--- config.mk ---
export PLATFORM = sky130hd
export DESIGN_NAME = directed_euler_circuit_engine
export DESIGN_NICKNAME = d
export VERILOG_FILES = /design/src/sv/dece_pkg.sv /design/src/sv/dece_ram.sv /design/src/sv/directed_euler_circuit_engine.sv
export SDC_FILE = /design/constraint.sdc
export NUM_CORES = 1
export LEC_CHECK = 0
export BUFFER_PORTS_ARGS = -buffer_cell sky130_fd_sc_hd__buf_2
export CAP_MARGIN = 0
export CORE_AREA = 8 8 320 322
export CTS_BUF_LIST = sky130_fd_sc_hd__clkbuf_8
export DETAILED_ROUTE_END_ITERATION = 12
export DIE_AREA = 0 0 328 330
export PLACE_DENSITY = 0.53
export SYNTH_ARGS = -nofsm -noshare
export SYNTH_HDL_FRONTEND = slang
export SYNTH_SLANG_ARGS = --single-unit
--- constraint.sdc ---
create_clock -name clk -period 16.3 [get_ports clk]
set_input_delay 4.075 -clock clk [delete_from_list [all_inputs] [get_ports clk]]
set_output_delay 4.075 -clock clk [all_outputs]
set_load 0.02 [all_outputs]
--- src/sv/dece_pkg.sv ---
// Package for the directed Euler circuit engine: types, constants, codes.
// No dependencies.
`timescale 1ns / 1ps
package dece_pkg;
    localparam int MAX_VERTICES = 8;
    localparam int LIST_DEPTH   = 64;
    localparam int VW = $clog2(MAX_VERTICES);
    localparam int LW = $clog2(LIST_DEPTH);

    localparam logic [1:0] CMD_ADD    = 2'd0;
    localparam logic [1:0] CMD_REMOVE = 2'd1;
    localparam logic [1:0] CMD_QUERY  = 2'd2;
    localparam logic [1:0] CMD_CHECK  = 2'd3;

    localparam logic [2:0] ST_DONE     = 3'd0;
    localparam logic [2:0] ST_INVALID  = 3'd1;
    localparam logic [2:0] ST_DEGREE   = 3'd2;
    localparam logic [2:0] ST_CONNECT  = 3'd3;
    localparam logic [2:0] ST_VERTEX   = 3'd4;

    typedef struct packed {
        logic [1:0] command;
        logic [3:0] from_vertex;
        logic [3:0] to_vertex;
    } cmd_item_t;

    typedef struct packed {
        logic [2:0] status;
        logic       edge_present;
        logic [2:0] circuit_vertex;
        logic [5:0] edge_total;
        logic       last;
    } result_item_t;
endpackage

--- src/sv/dece_ram.sv ---
// Generic single-port-write, single-read RAM with registered read.
// No dependencies.
`timescale 1ns / 1ps
module dece_ram #(
    parameter int WIDTH = 8,
    parameter int DEPTH = 64
) (
    input  logic                     clk,
    input  logic                     we,
    input  logic [$clog2(DEPTH)-1:0] waddr,
    input  logic [WIDTH-1:0]         wdata,
    input  logic [$clog2(DEPTH)-1:0] raddr,
    output logic [WIDTH-1:0]         rdata
);
    logic [WIDTH-1:0] mem [DEPTH];

    always_ff @(posedge clk)
    begin
        if (we)
        begin
            mem[waddr] <= wdata;
        end
        rdata <= mem[raddr];
    end
endmodule

--- src/sv/directed_euler_circuit_engine.sv ---
// Directed Euler circuit engine: adjacency matrix in flops, circuit list in RAMs.
// Uses dece_pkg and dece_ram.
//
// Edge commands (add, remove, query) give one result. A run check copies the
// matrix, checks degrees vertex by vertex, runs reachability in n passes over
// n rows, then builds the tour by Hierholzer splicing in a linked list held in
// two 64-entry RAMs. A scan for a vertex with unused edges reads list entries
// one by one and restarts from the head after each sub-tour; each edge is
// spliced in by S_EXT, S_EXTW and S_LINK, and a sub-tour closes in S_EXT. The
// tour then streams out one vertex per result, each read from the list RAM.
// Results cannot be stalled: each is shown for one cycle with out_valid. busy
// drops in the cycle the last result is shown, so the next item can be taken
// at the edge that ends that cycle.
`timescale 1ns / 1ps
module directed_euler_circuit_engine (
    input  logic                    clk,
    input  logic                    rst_n,
    input  logic                    start,
    output logic                    busy,
    input  dece_pkg::cmd_item_t     cmd,
    input  logic                    cfg_we,
    input  logic [3:0]              cfg_data,
    output logic                    out_valid,
    output dece_pkg::result_item_t  result
);
    import dece_pkg::*;

    typedef enum logic [12:0] {
        S_IDLE   = 13'b0000000000001,
        S_EDGE   = 13'b0000000000010,
        S_COPY   = 13'b0000000000100,
        S_DEG    = 13'b0000000001000,
        S_REACH  = 13'b0000000010000,
        S_INIT   = 13'b0000000100000,
        S_SCAN   = 13'b0000001000000,
        S_SCANW  = 13'b0000010000000,
        S_EXT    = 13'b0000100000000,
        S_EXTW   = 13'b0001000000000,
        S_LINK   = 13'b0010000000000,
        S_EMIT   = 13'b0100000000000,
        S_EMITW  = 13'b1000000000000
    } state_t;

    state_t state_reg;
    logic [3:0] vcount_reg;
    logic [MAX_VERTICES-1:0] adj_reg [MAX_VERTICES];
    logic [MAX_VERTICES-1:0] work_reg [MAX_VERTICES];
    logic [5:0] edges_reg;
    cmd_item_t cmd_reg;
    logic [VW-1:0] i_reg;
    logic [VW-1:0] k_reg;
    logic [MAX_VERTICES-1:0] vis_reg, back_reg;
    logic [LW:0] count_reg;
    logic [LW-1:0] tail_reg, p_reg, ins_reg, kk_reg;
    logic [VW-1:0] v_reg;
    logic ov_reg;
    result_item_t res_reg;

    // n clamped 1..MAX_VERTICES
    logic [3:0] n;
    logic [MAX_VERTICES-1:0] mask;
    always_comb
    begin
        n = vcount_reg;
        if (n == 4'd0) n = 4'd1;
        if (n > 4'(MAX_VERTICES)) n = 4'(MAX_VERTICES);
        mask = MAX_VERTICES'((9'd1 << n) - 9'd1);
    end

    // list RAMs
    logic vl_we, nl_we;
    logic [LW-1:0] vl_wa, nl_wa, vl_ra, nl_ra;
    logic [VW-1:0] vl_wd, vl_rd;
    logic [LW-1:0] nl_wd, nl_rd;

    dece_ram #(.WIDTH(VW), .DEPTH(LIST_DEPTH)) u_vlist (
        .clk(clk), .we(vl_we), .waddr(vl_wa), .wdata(vl_wd), .raddr(vl_ra), .rdata(vl_rd));
    dece_ram #(.WIDTH(LW), .DEPTH(LIST_DEPTH)) u_nlist (
        .clk(clk), .we(nl_we), .waddr(nl_wa), .wdata(nl_wd), .raddr(nl_ra), .rdata(nl_rd));

    // edge decode and the result of an edge command
    logic evalid, present, bit_next;
    logic [VW-1:0] er, ec;
    logic [5:0] edges_next;
    result_item_t edge_res;
    always_comb
    begin
        evalid = cmd_reg.from_vertex != cmd_reg.to_vertex && cmd_reg.from_vertex != 4'd0
              && cmd_reg.to_vertex != 4'd0 && cmd_reg.from_vertex <= n
              && cmd_reg.to_vertex <= n;
        er = VW'(cmd_reg.from_vertex - 4'd1);
        ec = VW'(cmd_reg.to_vertex - 4'd1);
        present = adj_reg[er][ec];
        bit_next = present;
        edges_next = edges_reg;
        edge_res.status = evalid ? ST_DONE : ST_INVALID;
        edge_res.edge_present = 1'b0;
        edge_res.circuit_vertex = '0;
        edge_res.last = 1'b1;
        if (evalid)
        begin
            case (cmd_reg.command)
                CMD_ADD:
                begin
                    bit_next = 1'b1;
                    edge_res.edge_present = 1'b1;
                    if (!present) edges_next = edges_reg + 6'd1;
                end
                CMD_REMOVE:
                begin
                    bit_next = 1'b0;
                    if (present) edges_next = edges_reg - 6'd1;
                end
                default: edge_res.edge_present = present;
            endcase
        end
        edge_res.edge_total = edges_next;
    end

    // degree of vertex i
    logic [3:0] indeg, outdeg;
    always_comb
    begin
        indeg = '0;
        outdeg = '0;
        for (int j = 0; j < MAX_VERTICES; j++)
        begin
            indeg  = indeg + 4'(work_reg[j][i_reg]);
            outdeg = outdeg + 4'(work_reg[i_reg][j]);
        end
    end

    // lowest set bit of current row
    logic [VW-1:0] low_u;
    always_comb
    begin
        low_u = '0;
        for (int j = MAX_VERTICES - 1; j >= 0; j--)
        begin
            if (work_reg[v_reg][j]) low_u = VW'(j);
        end
    end

    logic last_i, deg_fail, conn_fail;
    assign last_i = ({1'b0, i_reg} == n - 4'd1);
    assign deg_fail = indeg != outdeg;
    assign conn_fail = ((vis_reg & mask) != mask) || ((back_reg & mask) != mask);

    always_comb
    begin
        vl_we = 1'b0; nl_we = 1'b0;
        vl_wa = '0; nl_wa = '0; vl_wd = '0; nl_wd = '0;
        vl_ra = p_reg; nl_ra = p_reg;
        case (state_reg)
            S_INIT:
            begin
                vl_we = 1'b1; nl_we = 1'b1;
            end
            S_EXT:
            begin
                nl_ra = ins_reg;
            end
            // new entry takes the old successor of ins
            S_EXTW:
            begin
                vl_we = 1'b1; vl_wa = count_reg[LW-1:0]; vl_wd = low_u;
                nl_we = 1'b1; nl_wa = count_reg[LW-1:0]; nl_wd = nl_rd;
            end
            // then ins points at the new entry
            S_LINK:
            begin
                nl_we = 1'b1; nl_wa = ins_reg; nl_wd = count_reg[LW-1:0];
            end
            default: ;
        endcase
    end

    assign busy = state_reg != S_IDLE;
    assign out_valid = ov_reg;
    assign result = res_reg;

    always_ff @(posedge clk or negedge rst_n)
    begin
        if (!rst_n)
        begin
            state_reg <= S_IDLE;
            vcount_reg <= 4'd8;
            edges_reg <= '0;
            ov_reg <= 1'b0;
            vis_reg <= '0;
            for (int j = 0; j < MAX_VERTICES; j++) adj_reg[j] <= '0;
        end
        else
        begin
            ov_reg <= (state_reg == S_EDGE) || (state_reg == S_DEG && deg_fail)
                   || (state_reg == S_INIT && conn_fail) || (state_reg == S_EMITW);
            if (cfg_we) vcount_reg <= cfg_data;
            case (state_reg)
                S_IDLE:
                begin
                    if (start)
                    begin
                        cmd_reg <= cmd;
                        i_reg <= '0;
                        state_reg <= (cmd.command == CMD_CHECK) ? S_COPY : S_EDGE;
                    end
                end
                S_EDGE:
                begin
                    res_reg <= edge_res;
                    edges_reg <= edges_next;
                    if (evalid) adj_reg[er][ec] <= bit_next;
                    state_reg <= S_IDLE;
                end
                S_COPY:
                begin
                    for (int j = 0; j < MAX_VERTICES; j++)
                        work_reg[j] <= (4'(j) < n) ? (adj_reg[j] & mask) : '0;
                    i_reg <= '0;
                    state_reg <= S_DEG;
                end
                S_DEG:
                begin
                    if (deg_fail)
                    begin
                        res_reg <= '{ST_DEGREE, 1'b0, '0, edges_reg, 1'b1};
                        state_reg <= S_IDLE;
                    end
                    else if (last_i)
                    begin
                        vis_reg <= MAX_VERTICES'(1); back_reg <= MAX_VERTICES'(1);
                        i_reg <= '0; k_reg <= '0;
                        state_reg <= S_REACH;
                    end
                    else i_reg <= i_reg + 1'b1;
                end
                S_REACH:
                begin
                    if (vis_reg[i_reg]) vis_reg <= vis_reg | work_reg[i_reg];
                    if ((work_reg[i_reg] & back_reg) != 0) back_reg[i_reg] <= 1'b1;
                    if (last_i)
                    begin
                        i_reg <= '0;
                        if ({1'b0, k_reg} == n - 4'd1) state_reg <= S_INIT;
                        else k_reg <= k_reg + 1'b1;
                    end
                    else i_reg <= i_reg + 1'b1;
                end
                S_INIT:
                begin
                    if (conn_fail)
                    begin
                        res_reg <= '{ST_CONNECT, 1'b0, '0, edges_reg, 1'b1};
                        state_reg <= S_IDLE;
                    end
                    else
                    begin
                        count_reg <= (LW+1)'(1); tail_reg <= '0; p_reg <= '0; kk_reg <= '0;
                        state_reg <= S_SCAN;
                    end
                end
                S_SCAN: state_reg <= S_SCANW;
                S_SCANW:
                begin
                    if (work_reg[vl_rd] != 0)
                    begin
                        ins_reg <= p_reg; v_reg <= vl_rd;
                        state_reg <= S_EXT;
                    end
                    else if (p_reg == tail_reg)
                    begin
                        p_reg <= '0; kk_reg <= '0; state_reg <= S_EMIT;
                    end
                    else
                    begin
                        p_reg <= nl_rd; state_reg <= S_SCAN;
                    end
                end
                S_EXT:
                begin
                    if (work_reg[v_reg] == 0)
                    begin
                        p_reg <= '0; state_reg <= S_SCAN;
                    end
                    else state_reg <= S_EXTW;
                end
                S_EXTW:
                begin
                    work_reg[v_reg][low_u] <= 1'b0;
                    if (ins_reg == tail_reg) tail_reg <= count_reg[LW-1:0];
                    v_reg <= low_u;
                    state_reg <= S_LINK;
                end
                S_LINK:
                begin
                    ins_reg <= count_reg[LW-1:0];
                    count_reg <= count_reg + 1'b1;
                    if (count_reg + 1'b1 >= (LW+1)'(LIST_DEPTH))
                    begin
                        p_reg <= '0; kk_reg <= '0; state_reg <= S_EMIT;
                    end
                    else state_reg <= S_EXT;
                end
                S_EMIT: state_reg <= S_EMITW;
                S_EMITW:
                begin
                    res_reg <= '{ST_VERTEX, 1'b0, vl_rd, edges_reg,
                                 ({1'b0, kk_reg} + 1'b1 == count_reg)};
                    p_reg <= nl_rd;
                    kk_reg <= kk_reg + 1'b1;
                    state_reg <= ({1'b0, kk_reg} + 1'b1 == count_reg) ? S_IDLE : S_EMIT;
                end
                default: state_reg <= S_IDLE;
            endcase
        end
    end
endmodule

==> flow_summary.toml, run 1 <==
[worst_setup_path]
critPathKind = "flip-flop to flip-flop"
worstSetupEndpointType = "flip-flop"
cp-start-kind = "flip-flop"
critPathMaxFanout = 18
r2r_cells = 18
setup.worst_path.start = "i_reg[1]$_DFFE_PP_"
r2r_start = "i_reg[1]$_DFFE_PP_"
required_ns = 16.97
crit_arrival_ns = 7.71
timing.reg2reg.setup_slack_ns = 9.26

[logic_synthesis]
post_synth.cell_area_avg_um2 = 13.2
synth.distinct_cells = 87
postSynth.asyncResetShare = 0.117
synth_edf_count = 648
yosysSeqAreaShare = 0.625
ys_ff_latch = 823
synth_nets = 2905
synth_cells = 2850
netlist_area_um2 = 37500
yosysWarnings = 0
synth-main-ff-cell = "edfxtp_1"

[sta]
fmax_mhz = 142
final-setup-viol-count = 0
setup_tns_ns = 0
max-slew-margin-rel = 0.147
fin_skew_ns = 0.0424
hold_viol = 0
slew_viol_final = 0
period_share = 0.432
rsz0062_at_grt = "no"
period_needed_ns = 7.04
worst_pin_slew_ns = 1.27

[power]
internal-power_mw = 3.27
power_switching_mw = 1.09
p_sw_frac = 0.251
p_clk_frac = 0.400
p_leak_nw = 14.5
vdd_drop_max_v = 0.0000547
power_frac_seq = 0.528
powerDensity_nw_per_um2 = 105
power_frac_comb = 0.071

[worst_hold_path]
whs_path_depth = 1
hold_end = "edges_reg[5]$_DFFE_PN0P_"
hp-class = "flip-flop to flip-flop"
min-delay-start = "edges_reg[5]$_DFFE_PN0P_"

[die]
dieWidth_um = 328
ios = 34
initial_core_util = 0.385
core-area_um2 = 97400
rows = 115
dieArea_um2 = 108000
die_h_um = 330

[clocking]
cts_root_buf = "clkbuf_8"
cts_num_sinks = 823
clk_path_buf_depth = 3
cts_setup_buffers = 0
h-tree-depth = 4
clk-insertion-delay-late_ns = 0.81
holdBufCountCts = 0
numCtsBuffers = 143
cts_tree = "yes"
cts.clk_slew.worst_paths_ns = 0.06
cts_resized = 0

[finish]
largest_reg_flops = 384
nets = 2954
drive_gt1_frac = 0.171
final_util = 0.426
regMostFlops = "u_nlist.mem"
area_delta_synth_final_pct = 10.7
top_regs = "u_nlist.mem (384), u_vlist.mem (192)"

[detailed_routing]
vias_per_cell = 5.78
wl_per_cell_um = 25.1
num_vias = 24800
detail-route-antenna-nets = 0
totalWireLength_mm = 108
drc = 0
first_pass_iters = 6
first_iter_violations = 2210

[job]
drv_cap = 0

[global_routing]
grt_pass1_wl_mm = 163
antenna_found_initial = 1
grt_pass1_vias = 25200
grt_usage = 0.197
globalRoute.totalOverflow = 0
grt_max_degree = 75

[placed_design]
hpwlAfterDp_mm = 70.9
io_buffers = 33
gp_congestion = 0.918

[status]
status = "finished, final reports clean"
## power by group through the flow
stage	Clock (mW)	Combinational (mW)	Sequential, mW
floorplan	0	0.243	2.32
global placement	0	0.304	2.35
detailed placement	0	0.309	2.35
CTS	1.79	0.310	2.31
global route	1.88	0.340	2.31
finish	1.75	0.311	2.31
## metrics by stage
stage	setup slack [ns]	hold slack (ns)	power, mW	area [um2]	std cells
floorplan	9.96	0.458	2.56	37500	2850
global placement	9.48	0.475	2.65	38900	4041
detailed placement	9.38	0.481	2.66	38900	4041
CTS	9.37	0.491	4.41	41500	4293
global route	8.86	0.501	4.53	41500	4294
finish	9.26	0.485	4.36	41500	4295
## cell usage in the layout, fill, tap and decap left out, types with 49 or more instances in the layout
| cell | count |
|---|---|
| edfxtp_1 | 648 |
| nand2_1 | 344 |
| nor2_1 | 242 |
| a21oi_1 | 222 |
| clkbuf_8 | 153 |
| mux4_2 | 121 |
| inv_1 | 95 |
| mux2_2 | 95 |
| dfrtp_1 | 94 |
| mux2i_1 | 93 |
| dfxtp_1 | 79 |
| nor3_1 | 68 |
| nand3_1 | 49 |
## worst max-delay path by stage
stage | slack (ns) | end | cells past startpoint
final | 9.26 | flip-flop | 18
after global routing | 8.86 | flip-flop | 18
after CTS | 9.37 | flip-flop | 18
after detailed placement | 9.38 | flip-flop | 18
after global placement | 9.48 | flip-flop | 16
after floorplan | 9.96 | flip-flop | 18
## layer usage
layer	vias up	wire length (um)	global-route usage
met3	254	7260	0.0389
met4	0	3670	0.0750
met2	1051	52200	0.325
met5	-	0	0
li1	10900	-	-
met1	12600	44800	0.257
## worst max-delay path: stages, from the launching register on
cell	delay, ns
edfxtp_1	0.91
clkinv_1	0.53
nand2_1	0.31
o22ai_1	0.11
o21ai_0	0.15
o221ai_1	0.15
fa_1	0.52
fa_1	0.53
fa_1	0.48
inv_1	0.08
ha_1	0.16
inv_1	0.05
fa_1	0.37
xnor2_1	0.20
xnor2_1	0.08
nor4_1	0.73
o21ai_0	0.40
a211oi_1	0.76
mux2_2	0.41
## final cells by class
class                           instances  area (um2)
Clock inverter                         99         507
Clock buffer                          153        2110
Sequential cell                       823       23400
Fill cell                            8878       55900
Tap cell                             1287        1610
Multi-Input combinational cell       1806       13200
Timing Repair Buffer                   73         468
Antenna cell                            2        5.00
Inverter                               52         195
## cells in the mapped netlist (all sizes together) (7+ instances only)
library cell  instances  share of area
a31oi                10         0.0017
mux2i                97          0.026
dfrtp                94          0.063
o21ai                42         0.0056
nand3                50         0.0070
xnor2                35         0.0082
o221ai               11         0.0026
a211oi                9         0.0018
dfxtp                79          0.042
or2                   7         0.0012
nor3                 73          0.010
nor4                 33         0.0055
or3                  10         0.0017
buf                  73          0.011
xor2                 30         0.0070
nand4                30         0.0050
nor3b                 9         0.0018
a21oi               223          0.030
a32oi                25         0.0058
ha                   29         0.0097
nand2b               14         0.0023
mux4                121          0.073
and3                 40         0.0067
clkbuf               96         0.0096
edfxtp              648           0.52
a22oi                47         0.0095
o21a                  9         0.0018
o22ai                37         0.0062
nor2b                11         0.0018
a221oi                7         0.0016
inv                  50         0.0050
and2                 18         0.0030
mux2                 96          0.029
fa                    8         0.0043
nand2               346          0.035
a21o                 10         0.0020
nor2                249          0.026
## kinds of logic (layout without fill, tap and decap cells)
logic type                 after synthesis  after routing  share of synthesized area
and+or+nand+nor                        922            922                      0.114
xor gates and xnor gates                65             65                     0.0152
buffers and inverters                  221            377                     0.0262
other                                    0              2                          0
muxes                                  314            314                      0.128
adders and majority gates               37             37                     0.0139
AOI/OAI and AO/OA                      468            468                     0.0780
DFF                                    823            823                      0.625
No activity file was read; power rests on OpenSTA's default activity.
==> run 2, diff against run 1 <==
--- a/config.mk
+++ b/config.mk
@@ -5,12 +5,13 @@
 export SDC_FILE = /design/constraint.sdc
 export NUM_CORES = 1
 export LEC_CHECK = 0
+export ABC_AREA = 1
 export BUFFER_PORTS_ARGS = -buffer_cell sky130_fd_sc_hd__buf_2
 export CAP_MARGIN = 0
-export CORE_AREA = 8 8 320 322
+export CORE_AREA = 8 8 329 331
 export CTS_BUF_LIST = sky130_fd_sc_hd__clkbuf_8
 export DETAILED_ROUTE_END_ITERATION = 12
-export DIE_AREA = 0 0 328 330
+export DIE_AREA = 0 0 337 339
 export PLACE_DENSITY = 0.53
 export SYNTH_ARGS = -nofsm -noshare
 export SYNTH_HDL_FRONTEND = slang
==> constraint.sdc (replaced) <==
create_clock -name clk -period 7.2 [get_ports clk]
set_input_delay 1.8 -clock clk [delete_from_list [all_inputs] [get_ports clk]]
set_output_delay 1.8 -clock clk [all_outputs]
set_load 0.02 [all_outputs]
==> run 2 against run 1 <==
Against the previous run:
- non-clock buffer count rose by 7
- synthesized cell count increased by 53%
- global-route usage rose by 1.4 points
- design area up 6.0%
- register-to-register slack lost 8.4 ns
- largest cell class unchanged
==> flow_summary.toml, run 2 <==
[worst_setup_path]
critical_path.cell_chain = "inv_1 -> nor3_1 -> a221oi_1 -> o2111ai_1 -> inv_1 -> fa_1 -> fa_1 -> fa_1 -> inv_1 -> ha_1 -> inv_1 -> fa_1 -> xnor2_1 -> nand3_1 -> nor3_1 -> nor2_1 -> a2111oi_0"
cpPeakStageDelay_ns = 0.87
crit_arrival_ns = 6.76
critPathMaxFanout = 7
r2r_start = "i_reg[0]$_DFFE_PP_"
setup.worst_path.start = "i_reg[0]$_DFFE_PP_"
worstSetupEndpointType = "flip-flop"
crit_slowest_cell = "a2111oi_0"
required_ns = 7.63
cp-start-kind = "flip-flop"
critPathKind = "flip-flop to flip-flop"

[sta]
fin_skew_ns = 0.0442
period_needed_ns = 6.33
slew_viol_final = 0
worst_pin_slew_ns = 1.20
final-setup-viol-count = 0
hold_viol = 0
setup_ws_ns = 0.872
max-slew-margin-rel = 0.201
fmax_mhz = 158
rsz0062_at_grt = "no"
period_share = 0.879
setup_tns_ns = 0

[logic_synthesis]
synth_cells = 4351
synth_nets = 4406
synth_most_common_cell = "nand2_1"
postSynth.asyncResetShare = 0.117
synth-main-ff-cell = "edfxtp_1"
ys_ff_latch = 823
synth_top_cells_by_area = "edfxtp_1 49%, nand2_1 10%, dfrtp_1 5.9%, nand3_1 5.1%, inv_1 4.6%"
synthTopCellsByCount = "1096 x nand2_1, 648 x edfxtp_1, 486 x inv_1"
synth.top_cell.area_share = 0.490
yosysWarnings = 0
synth.distinct_cells = 65
yosys.area.top_type = "edfxtp_1"
netlist_area_um2 = 39700
post_synth.cell_area_avg_um2 = 9.13
synth_edf_count = 648
yosysSeqAreaShare = 0.590

[die]
rows = 118
core-area_um2 = 103000
dieWidth_um = 337
dieArea_um2 = 114000
initial_core_util = 0.386
ios = 34
die_h_um = 339

[clocking]
cts_resized = 0
cts_tree = "yes"
numCtsBuffers = 148
cts.clk_slew.worst_paths_ns = 0.06
cts_root_buf = "clkbuf_8"
h-tree-depth = 4
cts_setup_buffers = 0
cts_num_sinks = 823
holdBufCountCts = 0
clk_path_buf_depth = 3
clk-insertion-delay-late_ns = 0.82

[finish]
layout_commonest_cell = "nand2_1"
drive_gt1_frac = 0.0772
fillers = 10200
nets = 4440
mostFrequentLayoutCells = "1095 x nand2_1, 648 x edfxtp_1, 542 x inv_1"
regMostFlops = "u_nlist.mem"
final_util = 0.428
top_regs = "u_nlist.mem (384), u_vlist.mem (192)"
largest_reg_flops = 384
area_delta_synth_final_pct = 10.8

[power]
vdd_drop_max_v = 0.000415
powerDensity_nw_per_um2 = 285
p_leak_nw = 18.6

[placed_design]
hpwlAfterDp_mm = 79.1
place_ws_ns = 0.900
gp_congestion = 0.950
io_buffers = 33

[job]
drv_cap = 0

[global_routing]
grt_usage = 0.212
antenna_found_initial = 3
grt_pass1_vias = 29500
grt_max_degree = 205
grt_pass1_wl_mm = 186
globalRoute.totalOverflow = 0

[detailed_routing]
detail-route-antenna-nets = 0
drc = 0
num_vias = 31000
wl_per_cell_um = 20.9
first_iter_violations = 3314
first_pass_iters = 6
vias_per_cell = 5.26
totalWireLength_mm = 123

[worst_hold_path]
min-delay-start = "vis_reg[5]$_DFFE_PN0P_"
hp-class = "flip-flop to flip-flop"

[status]
status = "finished, final reports clean"
run 2: cell count changes after synthesis, moves of 51 or more:
cell,previous run,this run
mux2_2,95,0
nand3_1,49,401
nor2_1,245,378
inv_1,49,486
buf_2,34,85
mux2i_1,96,0
mux4_2,121,0
o21ai_0,40,285
a21oi_1,222,99
o21ai_1,2,66
nand2_1,345,1096
run 2: per-stage QoR:
stage	hold WS (ns)	cell area, um2	total power [mW]	cells
finish	0.510	44000	12.5	5888
floorplan	0.436	39700	7.61	4351
detailed placement	0.501	41300	8.46	5615
CTS	0.510	44000	12.6	5885
global placement	0.487	41300	8.47	5615
global route	0.568	44000	13.3	5887
run 2: worst max-delay path: cells and delay by family, from the launching register on:
kind	cells	cell delay, ns
fa+ha+maj	5	2.22
simple gates	4	1.49
compound gates	3	1.26
flops	1	0.47
buf+inv	4	0.36
xor+xnor	1	0.15
run 2: area by class of cell:
type | instances | area (um2) | area share
Timing Repair Buffer | 80 | 533 | 0.0121
Clock inverter | 110 | 536 | 0.0122
Tap cell | 1380 | 1730 | 0.0392
Multi-Input combinational cell | 2817 | 13600 | 0.310
Inverter | 515 | 1930 | 0.0439
Sequential cell | 823 | 23400 | 0.533
Clock buffer | 160 | 2200 | 0.0500
Antenna cell | 3 | 7.51 | 0.000171
run 2: worst paths after layout:
| path | to | cells after the start | slack, ns |
|---|---|---|---|
| max | k_reg[1]$_SDFFCE_PN0P_ | 17 | 0.87 |
| min | vis_reg[5]$_DFFE_PN0P_ | 2 | 0.51 |
| max reg2reg | k_reg[1]$_SDFFCE_PN0P_ | 17 | 0.87 |
| min reg2reg | vis_reg[5]$_DFFE_PN0P_ | 2 | 0.51 |
| max in group asynchronous | adj_reg[36]$_DFFE_PN0P_ | 3 | 4.67 |
| min in group asynchronous | state_reg[4]$_DFFE_PN0P_ | 1 | 0.93 |
run 2: kinds of logic (layout without fill, tap and decap cells):
kind of cell	Yosys count	in the layout	synth area share
compound gates	650	650	0.0937
xor+xnor	42	42	0.00926
fa+ha+maj	37	37	0.0132
buf+inv	711	865	0.0706
flops	823	823	0.590
other cells	0	3	0
simple gates	2088	2088	0.223
run 2: report_power, final:
part,leakage [nW],switching [mW],internal (mW)
Combinational,7.72,1.81,1.01
Clock,1.60,2.01,2.10
Sequential,9.28,0.294,5.32
Total,18.6,4.12,8.42
run 2: layer usage:
metal | GRT usage | part of all wire | vias to the layer above
met5 | 0 | 0.00011 | -
li1 | - | - | 14800
met1 | 0.315 | 0.47 | 14800
met2 | 0.306 | 0.42 | 1143
met4 | 0.0661 | 0.027 | 2
met3 | 0.0432 | 0.079 | 236
